<file path="src/hw/rtl/dpu_pkg.sv">
// shared constants and types of the depth pixel unprojection block
package dpu_pkg;

  localparam int COORD_BITS_DEF = 12;
  localparam int DEPTH_BITS_DEF = 16;

  localparam int INV_BITS    = 24;
  localparam int CENTER_BITS = 16;
  localparam int STEP_BITS   = 5;
  localparam int COLOUR_BITS = 8;
  localparam int POINT_BITS  = 33;
  localparam int FRAC_SHIFT  = 24;

  localparam int CFG_INDEX_BITS = 3;
  localparam int CFG_DATA_BITS  = 24;

  typedef enum logic [CFG_INDEX_BITS-1:0] {
    REG_INV_FOCAL_X    = 3'd0,
    REG_INV_FOCAL_Y    = 3'd1,
    REG_CENTER_X       = 3'd2,
    REG_CENTER_Y       = 3'd3,
    REG_SUBSAMPLE_STEP = 3'd4
  } cfg_reg_t;

  localparam logic [INV_BITS-1:0]    INV_FOCAL_X_RST    = 24'd29433;
  localparam logic [INV_BITS-1:0]    INV_FOCAL_Y_RST    = 24'd29433;
  localparam logic [CENTER_BITS-1:0] CENTER_X_RST       = 16'd5120;
  localparam logic [CENTER_BITS-1:0] CENTER_Y_RST       = 16'd3840;
  localparam logic [STEP_BITS-1:0]   SUBSAMPLE_STEP_RST = 5'd1;

  localparam logic signed [63:0] POINT_MAX = 64'sd4294967295;
  localparam logic signed [63:0] POINT_MIN = -64'sd4294967296;

  // load enables of the four pipeline stages
  typedef struct packed {
    logic s1;
    logic s2;
    logic s3;
    logic s4;
  } stage_en_t;

endpackage

</file>
<file path="src/hw/rtl/dpu_axis_lane.sv">
// one axis of the unprojection: stride test and pipelined fixed-point scaling
module dpu_axis_lane
  import dpu_pkg::*;
#(
  parameter int COORD_BITS = COORD_BITS_DEF,
  parameter int DEPTH_BITS = DEPTH_BITS_DEF
) (
  input  logic                         clk,
  input  stage_en_t                    en,
  input  logic [COORD_BITS-1:0]        pos,
  input  logic [CENTER_BITS-1:0]       center,
  input  logic [INV_BITS-1:0]          inv,
  input  logic [STEP_BITS-1:0]         step,
  input  logic [DEPTH_BITS-1:0]        depth,
  output logic                         divisible,
  output logic signed [POINT_BITS-1:0] coord
);

  localparam int PW16 = COORD_BITS + 4;
  localparam int MW   = (PW16 > CENTER_BITS) ? PW16 : CENTER_BITS;
  localparam int MDW  = MW + DEPTH_BITS;
  localparam int LW   = (MDW + 1) / 2;
  localparam int HW   = MDW - LW;
  localparam int PW   = MDW + INV_BITS;
  localparam int SW   = PW + 1 - FRAC_SHIFT;
  localparam int LB   = COORD_BITS / 2;
  localparam int UB   = COORD_BITS - LB;

  // stage 1
  logic [MW-1:0]          mag1;
  logic                   neg1;
  logic [STEP_BITS-1:0]   rem1;
  logic [LB-1:0]          low1;
  // stage 2
  logic [MDW-1:0]         md2;
  logic                   neg2;
  // stage 3
  logic [LW+INV_BITS-1:0] pp_lo3;
  logic [HW+INV_BITS-1:0] pp_hi3;
  logic                   neg3;
  // stage 4
  logic [PW-1:0]          prod4;
  logic                   neg4;

  logic [MW-1:0]          p16_w;
  logic [MW-1:0]          center_w;
  logic                   neg_c;
  logic [MW-1:0]          mag_c;
  logic [STEP_BITS:0]     divisor;
  logic [STEP_BITS:0]     rem_hi;
  logic [STEP_BITS:0]     rem_lo;
  logic signed [PW:0]     signed_prod;
  logic signed [PW:0]     shifted;
  logic signed [SW-1:0]   scaled;
  logic signed [63:0]     scaled_wide;

  // a step of zero behaves as one
  assign divisor = (step == '0) ? (STEP_BITS+1)'(1) : {1'b0, step};

  always_comb begin
    p16_w    = MW'({pos, 4'b0000});
    center_w = MW'(center);
    neg_c    = p16_w < center_w;
    mag_c    = neg_c ? (center_w - p16_w) : (p16_w - center_w);
  end

  // restoring remainder, upper half of the coordinate bits
  always_comb begin
    rem_hi = '0;
    for (int i = UB - 1; i >= 0; i--) begin
      rem_hi = {rem_hi[STEP_BITS-1:0], pos[LB + i]};
      if (rem_hi >= divisor) rem_hi = rem_hi - divisor;
    end
  end

  // lower half continues from the stored partial remainder
  always_comb begin
    rem_lo = {1'b0, rem1};
    for (int i = LB - 1; i >= 0; i--) begin
      rem_lo = {rem_lo[STEP_BITS-1:0], low1[i]};
      if (rem_lo >= divisor) rem_lo = rem_lo - divisor;
    end
  end

  always_ff @(posedge clk) begin
    if (en.s1) begin
      mag1 <= mag_c;
      neg1 <= neg_c;
      rem1 <= rem_hi[STEP_BITS-1:0];
      low1 <= pos[LB-1:0];
    end
    if (en.s2) begin
      md2       <= MDW'(mag1) * MDW'(depth);
      neg2      <= neg1;
      divisible <= (rem_lo == '0);
    end
    if (en.s3) begin
      pp_lo3 <= (LW+INV_BITS)'(md2[LW-1:0]) * (LW+INV_BITS)'(inv);
      pp_hi3 <= (HW+INV_BITS)'(md2[MDW-1:LW]) * (HW+INV_BITS)'(inv);
      neg3   <= neg2;
    end
    if (en.s4) begin
      prod4 <= (PW'(pp_hi3) << LW) + PW'(pp_lo3);
      neg4  <= neg3;
    end
  end

  // floor division by 2^24 of a signed product is an arithmetic shift
  always_comb begin
    signed_prod = neg4 ? -$signed({1'b0, prod4}) : $signed({1'b0, prod4});
    shifted     = signed_prod >>> FRAC_SHIFT;
    scaled      = $signed(shifted[SW-1:0]);
    scaled_wide = 64'(scaled);
    if (scaled_wide > POINT_MAX) begin
      coord = POINT_MAX[POINT_BITS-1:0];
    end else if (scaled_wide < POINT_MIN) begin
      coord = POINT_MIN[POINT_BITS-1:0];
    end else begin
      coord = scaled_wide[POINT_BITS-1:0];
    end
  end

endmodule

</file>
<file path="config.mk">
export PLATFORM = sky130hd
export DESIGN_NAME = dpu_axis_lane
export DESIGN_NICKNAME = d
export VERILOG_FILES = /design/src/hw/rtl/dpu_pkg.sv /design/src/hw/rtl/dpu_axis_lane.sv
export SDC_FILE = /design/constraint.sdc
export NUM_CORES = 2
export LEC_CHECK = 0
export BUFFER_PORTS_ARGS = -buffer_cell sky130_fd_sc_hd__buf_2
export CORE_MARGIN = 8
export CORE_UTILIZATION = 48
export DETAILED_ROUTE_END_ITERATION = 12
export PLACE_DENSITY = 0.73
export SLEW_MARGIN = 20
export SYNTH_ARGS = -nofsm -noshare
export SYNTH_HDL_FRONTEND = slang
export SYNTH_SLANG_ARGS = --single-unit
export TNS_END_PERCENT = 1
</file>
<file path="constraint.sdc">
create_clock -name clk -period 34.1 [get_ports clk]
set_input_delay 1.705 -clock clk [delete_from_list [all_inputs] [get_ports clk]]
set_output_delay 1.705 -clock clk [all_outputs]
set_load 0.02 [all_outputs]
</file>
**Word-level counts from Yosys, hierarchy flattened**

Index checks and enable logic that the tools add are counted.
Widths: inputs -> output; s select.

- Register bits after elaboration: 200
- Input port bits: 78
- Output and inout port bits: 34
- Word-level logic and storage cells: 65

- Add/sub/neg operators: 16
- Multipliers: 3
- Order comparisons: 15
- Muxes and demuxes: 17
- Reduce and logical (&&, ||, !) cells: 2

Operators with widths:

| operator | count |
|---|---|
| $mul 16x24->40 | 2 |
| $ge 6x5->1 | 11 |
| $mux 33 | 2 |
| $mux 5 | 12 |
| $mux 57 | 1 |
| $neg 56->57 | 1 |
| $add 56x40->56 | 1 |
| $sub 5x5->5 | 10 |
| $gt 33x33->1 const B | 1 |
| $lt 33x33->1 const B | 1 |
| $mul 16x16->32 | 1 |
| $sub 16x16->16 | 2 |
| $lt 16x16->1 | 1 |
| $mux 16 | 1 |
| $logic_not 6->1 | 1 |
| $mux 6 | 1 |
| $sub 6x5->6 | 1 |
| $ge 1x5->1 | 1 |
| $logic_not 5->1 | 1 |
| $sub 1x5->5 | 1 |

**Longest topological paths before layout**

- Word-level depth: 15
- Depth in mapped cells: 53
- Gate-level depth less buffers: 53

**Worst setup path after synthesis**

No wires, ideal clock.

- Kind: in2reg
- From: input port step[3]
- To: register divisible, data pin
- Setup time: 0.260 ns
- Data arrival time: 11.953 ns
- Required time: 33.840 ns
- Setup slack: 21.887 ns
- Stages on the path: 50
- Path buffers: 0
- Path through: or4_4 or2b_1 ha_1 inv_1 fa_1 a211o_1 and2_1 nor2_1 mux2_2 ha_1 and3_1 a31oi_1 o31ai_1 nor2_1 mux2_2 inv_1 ha_1 a41o_1 [... 14 more ...] nor2b_1 o21ai_0 nand2b_1 a41o_1 a21oi_1 o211ai_1 a21oi_1 inv_1 fa_1 nor2b_1 o21ai_0 nand2b_1 a41o_1 a211o_1 nor3_1 a21oi_1 o21ai_0 mux2_2

- Longest elaborated chain between the ends: 15
- Elaborated cells between the ends (all ways): 21
- Classes of those cells: add/sub: 6; order compare: 6; mux: 7; reduce/logical: 2

RTL lines:

| item | line | text |
|---|---|---|
| start, declared | dpu_axis_lane.sv:13 | `input logic [STEP_BITS-1:0] step,` |
| $logic_not 5->1 | dpu_axis_lane.sv:58 | `assign divisor = (step == '0) ? (STEP_BITS+1)'(1) : {1'b0, step};` |
| $mux 5 (*) | dpu_axis_lane.sv:58 |  |
| $sub 5x5->5 or $ge 6x5->1 (tied branches) | dpu_axis_lane.sv:81 | `if (rem_lo >= divisor) rem_lo = rem_lo - divisor;` |
| $mux 5 | dpu_axis_lane.sv:81 |  |
| $sub 5x5->5 or $ge 6x5->1 (tied branches) | dpu_axis_lane.sv:81 |  |
| $mux 5 | dpu_axis_lane.sv:81 |  |
| $sub 5x5->5 or $ge 6x5->1 (tied branches) | dpu_axis_lane.sv:81 |  |
| $mux 5 | dpu_axis_lane.sv:81 |  |
| $sub 5x5->5 or $ge 6x5->1 (tied branches) | dpu_axis_lane.sv:81 |  |
| $mux 5 | dpu_axis_lane.sv:81 |  |
| $sub 5x5->5 or $ge 6x5->1 (tied branches) | dpu_axis_lane.sv:81 |  |
| $mux 5 | dpu_axis_lane.sv:81 |  |
| $sub 6x5->6 or $ge 6x5->1 (tied branches) | dpu_axis_lane.sv:81 |  |
| $mux 6 (*) | dpu_axis_lane.sv:81 |  |
| $logic_not 6->1 (*) | dpu_axis_lane.sv:95 | `divisible <= (rem_lo == '0);` |
| end signal, assigned | dpu_axis_lane.sv:95 |  |
| end, declared | dpu_axis_lane.sv:15 | `output logic divisible,` |

Mark *: on every way between the ends. The rest lies on a longest branch, timed or not.
A chain may end at the register's enable or synchronous reset.

**Worst setup path after layout**

- From: input port step[1]
- To: register divisible, data pin

Same word-level chain as after synthesis.

==> results.ini <==
[routing]
ant_nets=0
post_drt_wl_per_cell_um=18.27
routed_via_density=5.494
met3_length_mm=8.618
dr.pass1.iters=5
drt_iter0_markers=1858
met1_length_mm=43.22
dr_wl_met2_mm=51.10
top_layer=met5
drc_errors=0
drt-total-wl_mm=106.6
num_vias=32060

[outcome]
outcome=complete, no violations

[yosys]
synthArstFlopShare_pct=0
yosysSeqAreaShare_pct=13.73
avgSynthCellArea_um2=9.399
synth-edff-count=200
ys_warn_count=0
ys_seq_elements=200
ys.flop_type=edfxtp_1
synth_top_area_share_pct=37.49
synthTopCellsByArea=fa_1 (37%), edfxtp_1 (14%), ha_1 (12%), inv_1 (7.9%), nand2_1 (6.6%)
synth_cells=4653
synth_commonest_cells=inv_1 (920), fa_1 (819), nand2_1 (773), ha_1 (432), and2_1 (327)
synth_nets=5982
syn_area_um2=43730
synth_most_common_cell=inv_1
synth_top_area_cell=fa_1
synth.distinct_cells=75

[die]
coreArea_um2=90150
rows=110
die_w_um=317.8
dieArea_um2=101000
dieHeight_um=317.8
initial_core_util_pct=48.51
ios=112

[timing]
tightest_slew_ps=1137
finClkSkew_ps=27.35
drv_slew=0
hold_viol_final=0
setup_viol=0
fin_crit_ps=14000
timing.final.crit_share_pct=41.05
max_freq_mhz=71.44
fin_tns_setup_ps=0
rsz0062_at_grt=false
max-slew-margin-rel_pct=24.20

[clocking]
worstSkewPairLatency_ps=520
post_cts_buffers=0
cts_hold_buf=0
ctsResizeCount=0
cts.htree.levels=4
cts_tree=yes
clock_sinks=200
cts-root-buf=clkbuf_16
cts_buffers=17
clk_pin_slew_worst_paths_ps=90
cts.path.max_buffers=2

[setup_path]
cp_slowest_cell=or4_4
critPathLaunchType=input pin
cpPeakStageDelay_ps=620
worstSetupPathType=in2reg
setup.worst_path.end_class=register
cp.arrival_ps=14260
cp_max_fo=12
crit_required_ps=34370

[placed_design]
hpwl_mm=81.42
portBuffers=111
place.gp.congestion=0.8651

[grt]
grt_pass1_wl_mm=175.6
grt_usage_pct=21.30
grt_remaining_overflow=0
antenna_found_initial=7
grt_pass1_vias=33830
grt_max_degree=73

[cells_and_area]
fin_nets=5972
layout-drive-gt1-share_pct=4.704
area_growth_pct=5.350

[flow_run]
timing.max_cap.violations=0

[hold_path]
worstHoldPathType=reg2reg

## sequential cells by signal, summed over array words and instances (netlist names)
register / count
prod4: 56
pp_hi3: 40
pp_lo3: 40
md2: 32
mag1: 16
low1: 6
rem1: 5
divisible: 1
neg1: 1
neg2: 1
neg3: 1
neg4: 1
## metrics by stage
stage / instance area, um2 / utilization, % / std cells / hold slack [ps] / worst slack, ps
6_report: 46070 / 51.11 / 5835 / 425.5 / 20100
5_1_grt: 46060 / 51.10 / 5832 / 430.2 / 19140
4_1_cts: 46050 / 51.09 / 5832 / 427.0 / 20170
3_5_place_dp: 45390 / 50.35 / 5800 / 404.5 / 19620
3_3_place_gp: 45380 / 50.33 / 5799 / 401.2 / 19840
2_1_floorplan: 43730 / - / 4653 / 400.3 / 21890
## worst paths after layout
path / to / depth (start not counted) / slack (ps) / from
max: divisible / 52 / 20100 / step[1]
min: prod4[13] / 0 / 430 / pp_lo3[13]
max reg2reg: divisible / 50 / 22470 / low1[5]
min reg2reg: prod4[13] / 0 / 430 / pp_lo3[13]
## worst max-delay path: cells and delay by family
family,cells,cell delay (ps)
AO/OA/AOI/OAI,21,4780
AND/OR/NAND/NOR,16,3570
adder cells (fa/ha/maj),7,2570
multiplexers,3,1020
buffers and inverters,5,600
## kinds of logic (layout without fill, tap and decap cells)
kind of cell	Yosys count	count (layout)	synth area share, %
other	0	3	0
XOR/XNOR	204	204	4.086
adder cells (fa/ha/maj)	1251	1251	49.85
buffers and inverters	1098	1101	9.427
flip-flops	200	200	13.73
AO/OA/AOI/OAI	449	449	6.821
AND/OR/NAND/NOR	1415	1415	15.20
multiplexers	36	36	0.8869
## cells in the final DEF (no fill, tap or decap), drive strengths merged, types with 25 or more instances in the layout
cell and n:
xor2 52, ha 432, o21ai 89, inv 932, nand2b 25, edfxtp 200
nand2 773, a21oi 125, a21o 58, o21a 27, nor3 32, fa 819
xnor2 152, buf 149, and2 328, nor2 106, nand3 30
## routing by layer
metal | global-route usage (%) | vias to the layer above
li1 | - | 14410
met4 | 6.927 | 6
met2 | 35.85 | 1217
met3 | 4.642 | 252
met1 | 27.28 | 16170
met5 | 0 | -
## layout make-up
cell class | count | area, um2
fillers | 8097 | 44080
multi-input cells | 3355 | 33620
flip-flops and latches | 200 | 6006
inverters | 920 | 3453
well taps | 1176 | 1471
repair buffers | 149 | 850.8
clock buffers | 17 | 425.4
clock inverters | 15 | 237.7
diodes | 3 | 7.507
Power is not shown: default switching activity piles up to over one toggle a cycle in this logic, so the estimate is an artifact.
